**config.mk**
```make
export PLATFORM = sky130hd
export DESIGN_NAME = smp_rsp_fifo
export DESIGN_NICKNAME = d
export VERILOG_FILES = /design/src/hw/rtl/smp_pkg.sv /design/src/hw/rtl/smp_rsp_fifo.sv
export SDC_FILE = /design/constraint.sdc
export NUM_CORES = 1
export LEC_CHECK = 0
export ABC_AREA = 1
export BUFFER_PORTS_ARGS = -buffer_cell sky130_fd_sc_hd__buf_2
export CAP_MARGIN = 0
export CORE_MARGIN = 3
export CORE_UTILIZATION = 57
export DETAILED_ROUTE_END_ITERATION = 10
export MAX_ROUTING_LAYER = met4
export PLACE_DENSITY = 0.81
export SLEW_MARGIN = 0
export SYNTH_ARGS = -nofsm -noshare
export SYNTH_HDL_FRONTEND = slang
export SYNTH_SLANG_ARGS = --single-unit
```
**constraint.sdc**
```tcl
create_clock -name clock -period 18.2 [get_ports clock]
set_input_delay 1.82 -clock clock [delete_from_list [all_inputs] [get_ports clock]]
set_output_delay 1.82 -clock clock [all_outputs]
set_load 0.02 [all_outputs]
```
**src/hw/rtl/smp_pkg.sv**
```systemverilog
// shared types and constants for the snapshot marker participant
`timescale 1ns / 1ps
`default_nettype none
package smp_pkg;

   localparam int MAX_PEERS       = 16;
   localparam int PEER_W          = 4;
   localparam int NUM_W           = 5;
   localparam int WORD_W          = 64;
   localparam int LEN_W           = 16;
   localparam int SIZE_W          = 24;
   localparam int RECORD_OVERHEAD = 48;

   localparam logic [WORD_W-1:0] ALL_ONES = '1;

   localparam logic [1:0] CSR_PEER_COUNT   = 2'd0;
   localparam logic [1:0] CSR_RECORD_LIMIT = 2'd1;

   typedef enum logic [2:0] {
      OP_INIT = 3'd0,
      OP_SEND = 3'd1,
      OP_RECV = 3'd2,
      OP_MARK = 3'd3,
      OP_TAKE = 3'd4,
      OP_NONE = 3'd5
   } op_type;

   typedef enum logic [2:0] {
      KIND_TX_MARKER = 3'd0,
      KIND_TX_DATA   = 3'd1,
      KIND_DELIVER   = 3'd2,
      KIND_RECORD    = 3'd3,
      KIND_ENTRY     = 3'd4,
      KIND_STATUS    = 3'd5
   } kind_type;

   typedef enum logic [3:0] {
      ERR_OK          = 4'd0,
      ERR_FAILED      = 4'd1,
      ERR_UNKNOWN     = 4'd2,
      ERR_STALE       = 4'd3,
      ERR_STATE_LIMIT = 4'd4,
      ERR_SEND_OVF    = 4'd5,
      ERR_NON_FIFO    = 4'd6,
      ERR_REC_LIMIT   = 4'd7,
      ERR_BAD_MARKER  = 4'd8,
      ERR_FRONTIER    = 4'd9,
      ERR_DUP_MARKER  = 4'd10,
      ERR_INCOMPLETE  = 4'd11
   } err_type;

   typedef enum logic [2:0] {
      BK_IDLE,
      BK_EXEC,
      BK_LOOP,
      BK_ONE1,
      BK_ONE2,
      BK_STATUS
   } back_state_type;

   typedef struct packed {
      op_type              op;
      logic [PEER_W-1:0]   peer;
      logic [WORD_W-1:0]   epoch;
      logic [WORD_W-1:0]   seq;
      logic [LEN_W-1:0]    len;
      logic [SIZE_W-1:0]   cap;
   } req_item_type;

   typedef struct packed {
      kind_type            kind;
      logic [PEER_W-1:0]   peer;
      logic [WORD_W-1:0]   seq;
      logic [WORD_W-1:0]   rcv;
      logic [WORD_W-1:0]   mseq;
      logic [WORD_W-1:0]   epoch;
      logic [LEN_W-1:0]    len;
      logic                completed;
      err_type             err;
      logic                last;
   } rsp_item_type;

   typedef struct packed {
      logic [NUM_W-1:0]    peer_count;
      logic [SIZE_W-1:0]   record_limit;
   } cfg_type;

endpackage
`default_nettype wire

```
**src/hw/rtl/smp_rsp_fifo.sv**
```systemverilog
// result queue in front of the output channel
`timescale 1ns / 1ps
`default_nettype none
module smp_rsp_fifo
   import smp_pkg::*;
(
   input  wire logic  clock,
   input  wire logic  reset,
   input  wire logic  wr_en,
   input  wire rsp_item_type wr_item,
   output logic       wr_full,
   input  wire logic  pop,
   output logic       empty,
   output rsp_item_type rd_item
);

   rsp_item_type entry_ff [4];
   logic [1:0]   wr_ptr_ff, rd_ptr_ff;
   logic [2:0]   count_ff, count_in;
   logic         do_push, do_pop;

   assign wr_full = (count_ff == 3'd4);
   assign empty   = (count_ff == 3'd0);
   assign rd_item = entry_ff[rd_ptr_ff];
   assign do_push = wr_en && !wr_full;
   assign do_pop  = pop && !empty;
   assign count_in = count_ff + {2'b0, do_push} - {2'b0, do_pop};

   always_ff @(posedge clock) begin
      if (reset) begin
         wr_ptr_ff <= 2'd0;
         rd_ptr_ff <= 2'd0;
         count_ff  <= 3'd0;
      end else begin
         if (do_push) wr_ptr_ff <= wr_ptr_ff + 2'd1;
         if (do_pop)  rd_ptr_ff <= rd_ptr_ff + 2'd1;
         count_ff <= count_in;
      end
   end

   always_ff @(posedge clock) begin
      if (do_push) begin
         entry_ff[wr_ptr_ff] <= wr_item;
      end
   end

endmodule
`default_nettype wire

```
==> summary.md <==
| Metric | Value |
|---|---|
| Async SR Flop Fraction | `0%` |
| Post-Synth Simple-Gate Area | `5.33%` |
| Vias | `26345` |
| Chip Height | `279 um` |
| Syn Nets | `3121` |
| Area Growth Syn to Fin | `17.1%` |
| Slew @ Worst Pin | `1320 ps` |
| Largest net degree at the start of global routing | `227` |
| CTS root buffer | `clkbuf_16` |
| Cells after synthesis | `2825` |
| Hold Fails Final Rpt | `0` |
| Status | `finished, final reports clean` |
| Deepest clock path buffer count | `3` |
| Vias in the first global route | `25627` |
| Synth cell types | `17` |
| WS Path Type | `flip-flop to output port` |
| Synth top area share | `80.8%` |
| Top Family by Delay on Critical Path | `buffers and inverters` |
| Remaining antenna violation count after routing | `0` |
| Minimum clock period | `6460 ps` |
| Crit path capture | `rd_item[150]` |
| DRC Markers | `0` |
| Worst r2r src | `count_ff[1]` |
| CP Data Arrival Time | `4640 ps` |
| Min-Delay Path Class | `flip-flop to flip-flop` |
| Synth Flop Type | `edfxtp_1` |
| Port Buffers | `575` |
| First-pass GRT wire length | `148000 um` |
| Tot GR Track Use | `25.5%` |
| Cell row count | `99` |
| Hpwl dp | `55100 um` |
| Die area | `77600 um^2` |
| CP cell instances | `buf_12, buf_4, buf_4, o21ai_0, o22ai_1, buf_2` |
| Largest family of logic cells by synthesized area | `compound AO/OA/AOI/OAI gates` |
| Post-CTS Hold Buffers | `0` |
| Max Fclk | `155 MHz` |
| Area leader, netlist | `edfxtp_1` |
| R2r setup slk | `14530 ps` |
| Final Total Pwr | `0.00726 W` |
| Worst-path clk slew | `60 ps` |
| Mux share of post-synthesis cell area | `0%` |
| Sequential cell area fraction in the yosys report | `81.3%` |
| TritonCTS clock tree | `done` |
| CP required | `16380 ps` |
| Die Wd | `279 um` |
| Post-CTS setup buffer count | `0` |
| Instance count on the critical path | `6` |
| Dominant cells by area after synthesis | `edfxtp_1 81%, o21ai_0 6.6%, nor2_1 5.2%` |
| Final setup TNS | `0 ps` |
| Synth Area in Compound Gates | `11.0%` |
| Mean area per synthesized cell | `15.0 um^2` |
| I/O Pins | `576` |
| H-tree depth | `3` |
| DR vias/cell | `5.93` |
| Initial DRC count | `2443` |
| Worst R2R End | `entry_ff[2][103]` |
| Later-pin clock latency in the skew report | `670 ps` |
| Max Cap Violations | `0` |
| Slowest Stage Delay on Critical Path | `860 ps` |
| Final Max Slew Viols | `0` |
| Post-synth top cells | `1140 x edfxtp_1, 584 x nor2_1, 555 x o21ai_0` |
| CP bufs+invs | `4` |
| Antenna violations before repair | `47` |
| Placeable Area | `73300 um^2` |
| Maximum vdd drop | `0.121 mV` |
| Number of enable flip-flop cells after synthesis | `1140` |
| Crit end category | `output port` |
| Inst Count DP | `4196` |
| Fin crit share | `35.5%` |
| Layout cells sized above 1 | `21.9%` |
| Rel. slew slack | `11.7%` |
| Remaining global-route overflow | `0` |
| Mapped cell area | `42400 um^2` |
| Post-CTS Resized | `0` |
| Drt pass-1 iters | `5` |
| Nets | `3645` |
| Final Non-Filler Cells | `4446` |
| Synth Area in Adders | `0.225%` |
| Final setup fails | `0` |
| Cells on worst reg2reg path | `6` |
| Synth Area in XOR/XNOR | `0%` |
| CP dominant cell by count | `buf_4` |
| Warnings from Yosys | `0` |
| Startpoint Class | `flip-flop` |
| CP max FO | `226` |
| Leakage | `17.1 nW` |
| Routed wire length | `99400 um` |
| Slowest CP cell | `buf_4` |
| WL per Instance | `22.3 um` |
| FF+latch count, synth | `1149` |
| Count leader, synth | `edfxtp_1` |
| RSZ-0062 raised after global routing | `no` |
| Sink Count | `1149` |
| Initial Utilization | `57.8%` |
| GP Congestion | `0.773` |
| Num CTS Buffers | `110` |
| Layout Skew | `52.1 ps` |
| Pwr Density | `146 nW/um^2` |
==> where the power goes <==
part           leakage, nW  switching, W  internal [W]
Sequential            10.5     0.0000686       0.00322
Combinational         4.90       0.00130      0.000452
Clock                 1.70      0.000946       0.00127
==> flip-flops by register name, indices dropped and copies added, names as in the netlist, named ones only <==
signal	count
rd_ptr_ff	2
entry_ff	1140
count_ff	3
wr_ptr_ff	2
==> logic make-up after synthesis <==
group	count (synthesis)
compound gates	860
fa+ha+maj	7
buf+inv	209
flops	1149
simple gates	600
==> routing by layer <==
| metal | wire (um) | GRT usage [%] |
|---|---|---|
| met1 | 35700 | 30.6 |
| met5 | 0 | - |
| met3 | 8750 | 5.79 |
| met2 | 50400 | 41.6 |
| met4 | 4450 | 11.8 |
==> layout by cell type, fill, tap and decap left out <==
master,Yosys,final
a21oi_1,5,5
buf_12,0,7
buf_2,49,575
buf_4,14,19
bufinv_16,0,10
clkbuf_1,122,20
clkbuf_16,0,112
clkinv_1,0,31
clkinv_16,0,4
clkinv_2,0,10
clkinv_4,0,1
clkinvlp_4,0,3
dfxtp_1,9,7
dfxtp_4,0,2
diode_2,0,56
edfxtp_1,1140,1140
fa_1,1,1
ha_1,6,6
inv_1,18,18
inv_6,0,3
inv_8,0,2
nand2_1,12,12
nand3_1,4,4
nor2_1,584,580
nor2_4,0,4
o21ai_0,555,555
o21ai_1,15,15
o22ai_1,285,285
==> worst reg2reg max path: cells and delay by family, from the launching register on <==
family | cells | cell delay, ps
buf+inv | 2 | 1580
flops | 1 | 350
simple gates | 4 | 1330
==> per-stage QoR <==
| step | setup WS (ps) | util [%] | instance area (um^2) | hold WS, ps |
|---|---|---|---|---|
| after floorplan | 3520 | - | 42400 | 448 |
| after global placement | 12540 | 62.6 | 45900 | 464 |
| after detailed placement | 12390 | 62.6 | 45900 | 476 |
| after CTS | 11610 | 67.4 | 49400 | 488 |
| after global routing | 11350 | 67.6 | 49600 | 549 |
| final | 11740 | 67.6 | 49600 | 490 |
==> how the worst min path moves through the flow <==
| stage | startpoint | endpoint | slack [ps] | depth (start not counted) |
|---|---|---|---|---|
| finish | rd_ptr_ff[0] | flip-flop | 490 | 2 |
| global placement | rd_ptr_ff[0] | rd_ptr_ff[0] | 460 | 2 |
| detailed placement | rd_ptr_ff[0] | flip-flop | 480 | 2 |
| floorplan | rd_ptr_ff[0] | flip-flop | 450 | 2 |
| CTS | rd_ptr_ff[0] | flip-flop | 490 | 2 |
| global route | rd_ptr_ff[0] | flip-flop | 550 | 2 |
==> layout make-up <==
| type | instances | area [um^2] |
|---|---|---|
| Clock buffer | 132 | 2880 |
| Tap cell | 959 | 1200 |
| Inverter | 20 | 90.1 |
| Fill cell | 4683 | 23800 |
| Multi-Input combinational cell | 1467 | 7040 |
| Clock inverter | 62 | 644 |
| Sequential cell | 1149 | 34400 |
| Antenna cell | 56 | 140 |
| Timing Repair Buffer | 601 | 3160 |
No activity file was read; power rests on OpenSTA's default activity.
