===== src/hw/rtl/smp_pkg.sv =====
// shared types and constants for the snapshot marker participant
`timescale 1ns / 1ps
`default_nettype none
package smp_pkg;

   localparam int MAX_PEERS       = 16;
   localparam int PEER_W          = 4;
   localparam int NUM_W           = 5;
   localparam int WORD_W          = 64;
   localparam int LEN_W           = 16;
   localparam int SIZE_W          = 24;
   localparam int RECORD_OVERHEAD = 48;

   localparam logic [WORD_W-1:0] ALL_ONES = '1;

   localparam logic [1:0] CSR_PEER_COUNT   = 2'd0;
   localparam logic [1:0] CSR_RECORD_LIMIT = 2'd1;

   typedef enum logic [2:0] {
      OP_INIT = 3'd0,
      OP_SEND = 3'd1,
      OP_RECV = 3'd2,
      OP_MARK = 3'd3,
      OP_TAKE = 3'd4,
      OP_NONE = 3'd5
   } op_type;

   typedef enum logic [2:0] {
      KIND_TX_MARKER = 3'd0,
      KIND_TX_DATA   = 3'd1,
      KIND_DELIVER   = 3'd2,
      KIND_RECORD    = 3'd3,
      KIND_ENTRY     = 3'd4,
      KIND_STATUS    = 3'd5
   } kind_type;

   typedef enum logic [3:0] {
      ERR_OK          = 4'd0,
      ERR_FAILED      = 4'd1,
      ERR_UNKNOWN     = 4'd2,
      ERR_STALE       = 4'd3,
      ERR_STATE_LIMIT = 4'd4,
      ERR_SEND_OVF    = 4'd5,
      ERR_NON_FIFO    = 4'd6,
      ERR_REC_LIMIT   = 4'd7,
      ERR_BAD_MARKER  = 4'd8,
      ERR_FRONTIER    = 4'd9,
      ERR_DUP_MARKER  = 4'd10,
      ERR_INCOMPLETE  = 4'd11
   } err_type;

   typedef enum logic [2:0] {
      BK_IDLE,
      BK_EXEC,
      BK_LOOP,
      BK_ONE1,
      BK_ONE2,
      BK_STATUS
   } back_state_type;

   typedef struct packed {
      op_type              op;
      logic [PEER_W-1:0]   peer;
      logic [WORD_W-1:0]   epoch;
      logic [WORD_W-1:0]   seq;
      logic [LEN_W-1:0]    len;
      logic [SIZE_W-1:0]   cap;
   } req_item_type;

   typedef struct packed {
      kind_type            kind;
      logic [PEER_W-1:0]   peer;
      logic [WORD_W-1:0]   seq;
      logic [WORD_W-1:0]   rcv;
      logic [WORD_W-1:0]   mseq;
      logic [WORD_W-1:0]   epoch;
      logic [LEN_W-1:0]    len;
      logic                completed;
      err_type             err;
      logic                last;
   } rsp_item_type;

   typedef struct packed {
      logic [NUM_W-1:0]    peer_count;
      logic [SIZE_W-1:0]   record_limit;
   } cfg_type;

endpackage
`default_nettype wire


===== src/hw/rtl/smp_front.sv =====
// front end: request queue with opcode classification
`timescale 1ns / 1ps
`default_nettype none
module smp_front
   import smp_pkg::*;
(
   input  wire logic               clock,
   input  wire logic               reset,
   input  wire logic               push,
   output logic                    full,
   input  wire logic [2:0]         req_type,
   input  wire logic [PEER_W-1:0]  req_peer,
   input  wire logic [WORD_W-1:0]  req_epoch,
   input  wire logic [WORD_W-1:0]  req_sequence_req,
   input  wire logic [LEN_W-1:0]   req_payload_length,
   input  wire logic [SIZE_W-1:0]  req_captured_size,
   output logic                    q_valid,
   output req_item_type            q_item,
   input  wire logic               q_pop
);

   req_item_type entry_ff [2];
   logic         wr_ptr_ff, wr_ptr_in;
   logic         rd_ptr_ff, rd_ptr_in;
   logic [1:0]   count_ff, count_in;
   req_item_type item;
   logic         do_push, do_pop;

   // opcode decode
   always_comb begin
      item.peer  = req_peer;
      item.epoch = req_epoch;
      item.seq   = req_sequence_req;
      item.len   = req_payload_length;
      item.cap   = req_captured_size;
      unique case (req_type)
         OP_INIT: item.op = OP_INIT;
         OP_SEND: item.op = OP_SEND;
         OP_RECV: item.op = OP_RECV;
         OP_MARK: item.op = OP_MARK;
         OP_TAKE: item.op = OP_TAKE;
         default: item.op = OP_NONE;
      endcase
   end

   assign full    = (count_ff == 2'd2);
   assign q_valid = (count_ff != 2'd0);
   assign q_item  = entry_ff[rd_ptr_ff];
   assign do_push = push && !full;
   assign do_pop  = q_pop && q_valid;

   always_comb begin
      wr_ptr_in = do_push ? ~wr_ptr_ff : wr_ptr_ff;
      rd_ptr_in = do_pop ? ~rd_ptr_ff : rd_ptr_ff;
      count_in  = count_ff + {1'b0, do_push} - {1'b0, do_pop};
   end

   always_ff @(posedge clock) begin
      if (reset) begin
         wr_ptr_ff <= 1'b0;
         rd_ptr_ff <= 1'b0;
         count_ff  <= 2'd0;
      end else begin
         wr_ptr_ff <= wr_ptr_in;
         rd_ptr_ff <= rd_ptr_in;
         count_ff  <= count_in;
      end
   end

   always_ff @(posedge clock) begin
      if (do_push) begin
         entry_ff[wr_ptr_ff] <= item;
      end
   end

endmodule
`default_nettype wire


===== config.mk =====
export PLATFORM = sky130hd
export DESIGN_NAME = smp_front
export DESIGN_NICKNAME = d
export VERILOG_FILES = /design/src/hw/rtl/smp_pkg.sv /design/src/hw/rtl/smp_front.sv
export SDC_FILE = /design/constraint.sdc
export NUM_CORES = 1
export LEC_CHECK = 0
export ABC_AREA = 0
export BUFFER_PORTS_ARGS = -buffer_cell sky130_fd_sc_hd__buf_4
export CORE_ASPECT_RATIO = 1.75
export CORE_MARGIN = 3
export CORE_UTILIZATION = 52
export DETAILED_ROUTE_END_ITERATION = 8
export HOLD_SLACK_MARGIN = 0.03
export PLACE_DENSITY = 0.79
export SYNTH_ARGS = -nofsm -noshare
export SYNTH_HDL_FRONTEND = slang
export SYNTH_SLANG_ARGS = --single-unit

===== constraint.sdc =====
create_clock -name clock -period 5.55 [get_ports clock]
set_input_delay 0 -clock clock [delete_from_list [all_inputs] [get_ports clock]]
set_output_delay 0 -clock clock [all_outputs]
set_load 0.005 [all_outputs]

==> reports/metrics.csv, run 1 <==
metric,value,unit
outcome,"finished, final reports clean",
r2r_end,entry_ff[0][44]$_DFFE_PP_,
routed-via-count,7581,
synth_mux_area_frac,0.152,
power_density,414,nW/um2
fin_cells,1461,
synth_top_family_by_area,multiplexers,
reg2reg_from,count_ff[0]$_SDFF_PP0_,
crit_family,buffers and inverters,
final_util,0.767,
grt_pass1_vias,8363,
path_clk_slew,0.07,ns
async_reset_ff_frac,0,
cts_tree,yes,
timing.hold.ws,0.169,ns
synth_area_leaders,"edfxtp_1 81%, mux2_2 15%, buf_6 1.3%",
synth_cell_types,24,
synth-seq-area-share,0.821,
postSynthAreaPerCell,22.5,um2
clock_path_buffers,3,
synth_xor_area_frac,0.00136,
drt_iter0_drc,536,
netlist_area,12900,um2
drt-wirelength-per-cell,21.4,um
max_freq,366,MHz
drc,0,
grt_pass1_wl,47200,um
rsz0062_at_grt,false,
fp-row-count,75,
die_x,125,um
syn-num-nets,755,
arrival,2.92,ns
die_h,215,um
post_cts_resize_count,0,
clk-insertion-delay-late,0.56,ns
ant_nets,0,
synth_edf_count,350,
dp_cells,1223,
grt_max_degree,176,
drive_gt1_frac,0.502,
nets,1308,
setup_viol,0,
timing.final.crit_period,2.73,ns
initial_core_util,0.534,
crit_cells,5,
cp-start-kind,flip-flop,
synth_top_area_frac,0.813,
io_pins,356,
critical_path.slowest_cell,inv_6,
die_area,26900,um2
synth_compound_area_frac,0.00194,
p_leak,0.00698,uW
power,7690,uW
cts.htree.levels,1,
slew_headroom,0.227,
syn_to_final_growth,43.6,%
path_class,reg -> reg,
hold_violations,0,
hpwlAfterDp,17900,um
tightest_slew,1.16,ns
grt_use_total,0.227,
cts_root_buf,clkbuf_16,
yosys.area_share.simple,0.00513,
period_share,0.493,
routabilityCongestion,0.785,
ir_worst_vdd,0.000422,V
path_cells,nand2b_2 -> inv_1 -> or3_1 -> inv_6 -> buf_4,
setup_tns,0,ns
fp.coreArea,24200,um2
yosys.area_share.adder,0.00194,
crit_start,count_ff[0]$_SDFF_PP0_,
antenna_found_initial,2,
worstPathBufferInverterCount,3,
r2r_setup_slack,2.82,ns
viasPerCell,5.19,
synth-seq-cells,355,
cts_sinks,355,
ys_warn_count,0,
wl,31300,um
drv_slew,0,
holdCritPathClass,in -> reg,
crit_path_end_kind,flip-flop,
port_buffers,355,
rr_worst_depth,5,
drt_pass1_iterations,4,
grt-ovfl-total,0,
required,5.74,ns
numCtsBuffers,30,
yosys.area.top_type,edfxtp_1,
cp_max_fo,100,
max-cap-violations,0,
synth_ff_type,edfxtp_1,
crit_path_end,entry_ff[0][44]$_DFFE_PP_,
final.setup_skew,0.0130,ns
critPathMaxStageDelay,0.69,ns
syn_inst,574,
==> stage by stage <==
stage | worst slack (ns) | cell area, um2
detailed placement | 2.83 | 15900
CTS | 2.81 | 18600
floorplan | 0.478 | 12900
global placement | 2.88 | 15900
global route | 2.61 | 18600
finish | 2.82 | 18600
==> worst reg2reg max path: cells and delay by family (launching register included) <==
family                 cells  cell delay [ns]
buffers and inverters      3             1.41
and+or+nand+nor            2             0.56
DFF                        1             0.38
==> state kept, by name, indices dropped and copies added, names as in the netlist, named ones only <==
signal     flops
count_ff       2
entry_ff     350
wr_ptr_ff      1
rd_ptr_ff      1
==> synthesized netlist by cell type, types with 2 or more instances <==
master      n
edfxtp_1  350
mux2_2    175
buf_6      15
dfxtp_1     5
inv_1       4
nor2_1      3
buf_2       2
buf_4       2
ha_1        2
nor2b_1     2
==> cell usage in the layout (no fill, tap or decap), drive strengths merged, types with 2 or more instances in the layout <==
cell,netlist,routed
buf,19,361
clkbuf,1,42
clkinv,0,12
dfxtp,5,5
diode,0,2
dlygate4sd3,0,180
edfxtp,350,350
ha,2,2
inv,4,5
mux2,175,175
nor2,3,3
nor2b,2,2
==> cells by family after synthesis <==
| group | Yosys count |
|---|---|
| xor+xnor | 2 |
| mux | 175 |
| fa+ha+maj | 2 |
| compound gates | 4 |
| simple gates | 12 |
| buf+inv | 24 |
| flops | 355 |
==> worst min-delay path by stage <==
| stage | startpoint | to | slack (ns) | cells past startpoint |
|---|---|---|---|---|
| detailed placement | req_sequence_req[44] | entry_ff[1][84]$_DFFE_PP_ | 0.19 | 1 |
| floorplan | reset | wr_ptr_ff$_SDFFE_PP0P_ | 0.07 | 1 |
| global placement | req_epoch[48] | entry_ff[1][152]$_DFFE_PP_ | 0.19 | 1 |
| finish | req_payload_length[2] | entry_ff[0][26]$_DFFE_PP_ | 0.17 | 2 |
| CTS | req_sequence_req[50] | entry_ff[1][90]$_DFFE_PP_ | 0.14 | 2 |
| global route | req_epoch[3] | entry_ff[1][107]$_DFFE_PP_ | 0.16 | 2 |
==> layer usage <==
metal | up-vias | share of wire | GRT usage
li1 | 3383 | - | -
met1 | 3785 | 0.34 | 0.245
met3 | 90 | 0.050 | 0.0356
met5 | - | 0 | 0
met4 | 0 | 0.050 | 0.110
met2 | 323 | 0.56 | 0.426
==> timing repair <==
item / in CTS / in global routing
endpoints found under the hold margin: 355 / 0
hold buffers: 180 / 0
setup endpoints to repair: 0 / 0
buffers inserted: 0 / 0
==> where the power goes <==
part           internal, uW  switching, uW  total (uW)
logic                  1210            985        2190
clock network          1070            909        1980
registers              3420           97.4        3520
==> cell type report <==
cell class,count,area (um2)
clock inverters,14,88.8
repair buffers,541,4520
diodes,2,5.00
flip-flops and latches,355,10600
clock buffers,42,817
well taps,308,385
inverters,4,20.0
fillers,1279,5650
multi-input cells,195,2110
Power figures use the tool's default switching activity.
==> run 2: changes to the inputs <==
- clock period: 5.55 -> 2.73 ns (I/O delays scaled with it)
==> run 2 against run 1 <==
  * Sequential cell count is the same
  * Via count rose by 0.59%
  * Critical endpoint is now q_item[79]
  * Cell area grew 1.1%
  * Clock skew fell by 0.0044 ns
  * Largest cell class unchanged
  * Largest power group unchanged
  * Critical path type is now reg -> out
==> reports/metrics.csv, run 2 (synthesis gave the netlist of run 1 again) <==
metric,value,unit
path_cells,buf_12 -> mux2_2 -> buf_4,
postCtsSetupBuffers,0,
largest_reg_flops,350,
grt_pass1_wl,49500,um
period_share,0.800,
ant_nets,0,
antenna_found_initial,2,
fp.coreArea,24200,um2
multi_input_area,2120,um2
clk-insertion-delay-late,0.55,ns
drv_slew,0,
cts.htree.levels,1,
wl,32700,um
numCtsBuffers,30,
drc,0,
timing.final.crit_period,2.18,ns
hpwlAfterDp,19100,um
clock_path_buffers,3,
path_clk_slew,0.07,ns
cts_tree,yes,
path_class,reg -> out,
max-cap-violations,0,
grt_pass1_vias,8609,
arrival,2.18,ns
syn_to_final_growth,45.1,%
final_cell_mix,"357 x buf_4, 350 x edfxtp_1, 179 x dlygate4sd3_1",
power_density,852,nW/um2
die_area,26900,um2
slew_headroom,0.545,
nets,1313,
rsz0062_at_grt,false,
drt_iter0_drc,513,
grt.met3_usage,0.0409,
setup_viol,0,
ir_worst_vdd,0.000781,V
final.setup_skew,0.00859,ns
tightest_slew,0.683,ns
required,2.73,ns
use_met1,0.253,
top_usage_layer,met2,
fp-row-count,75,
grt_max_degree,92,
outcome,"finished, final reports clean",
die_h,215,um
critPathMaxStageDelay,0.80,ns
groute.layer.met2.usage,0.452,
cts_sinks,355,
regMostFlops,entry_ff,
port_buffers,355,
routabilityCongestion,0.767,
nFillCells,1237,
max_freq,458,MHz
viasPerCell,5.22,
final_util,0.775,
initial_core_util,0.534,
seqCellArea,10600,um2
die_x,125,um
critical_path.slowest_cell,dfxtp_4,
drt_pass1_iterations,6,
drive_gt1_frac,0.511,
final_area,18800,um2
cp-start-kind,flip-flop,
hold_violations,0,
holdCritPathClass,in -> reg,
p_leak,0.00704,uW
drt-wirelength-per-cell,22.4,um
io_pins,356,
post_cts_resize_count,0,
grt-ovfl-total,0,
mostFrequentLayoutCell,buf_4,
crit_path_end_kind,output pin,
placed_area,16000,um2
cp_max_fo,43,
reg_top3,"entry_ff x350, count_ff x2",
grt_use_total,0.239,
cts_root_buf,clkbuf_16,
routed-via-count,7626,
postCtsHoldBufs,179,
-- run 2: changes by cell type in the layout (fill, tap and decap cells not counted), moves of 2 or more --
cell / change
buf_12: +9
buf_4: -3
bufinv_16: +2
clkbuf_1: -4
clkinv_2: -2
clkinvlp_4: +2
dfxtp_1: -2
dfxtp_2: +2
inv_6: -2
-- run 2: worst paths after layout --
kind                                endpoint  slack (ns)                    from  depth (start not counted)
setup / recovery                  q_item[79]        0.55               flip-flop                          3
hold / removal     entry_ff[0][42]$_DFFE_PP_        0.18     req_sequence_req[2]                          2
setup reg to reg  entry_ff[0][150]$_DFFE_PP_        0.79  count_ff[0]$_SDFF_PP0_                          5
hold reg to reg       wr_ptr_ff$_SDFFE_PP0P_        0.54  wr_ptr_ff$_SDFFE_PP0P_                          2
-- run 2: layout make-up --
class	count	share of cell area
multi-input combinational	195	0.113
timing repair buffer	546	0.249
tap	308	0.0205
clock buffer	38	0.0427
antenna	2	0.000267
sequential	355	0.566
inverter	4	0.00100
clock inverter	14	0.00760
-- run 2: report_power, final --
part           total (uW)  internal, uW  leakage [uW]  switching [uW]
sequential           7270          6950       0.00331             324
combinational        4530          2570       0.00328            1960
clock                4190          2350      0.000456            1840
total               16000         11900       0.00704            4120
-- run 2: worst max-delay path: cells and delay by family, from the launching register on --
family	cells	cell delay [ns]
multiplexers	1	0.39
flip-flops	1	0.80
buffers and inverters	2	0.42
-- run 2: through the flow --
| step | total power (uW) | setup TNS (ns) | instances | hold slack [ns] | setup WS (ns) |
|---|---|---|---|---|---|
| 4_1_cts | 15900 | 0 | 1460 | 0.145 | 0.511 |
| 6_report | 16000 | 0 | 1462 | 0.177 | 0.546 |
| 5_1_grt | 16600 | 0 | 1462 | 0.160 | 0.451 |
| 3_5_place_dp | 11600 | 0 | 1229 | 0.188 | 0.885 |
| 3_3_place_gp | 11500 | 0 | 1229 | 0.185 | 0.902 |
| 2_1_floorplan | 9420 | -212.23 | 574 | 0.0642 | -0.882 |
-- run 2: layer usage --
layer,vias up,part of all wire
li1,3391,-
met1,3809,0.33
met2,350,0.57
met3,76,0.055
met4,0,0.047
met5,-,0
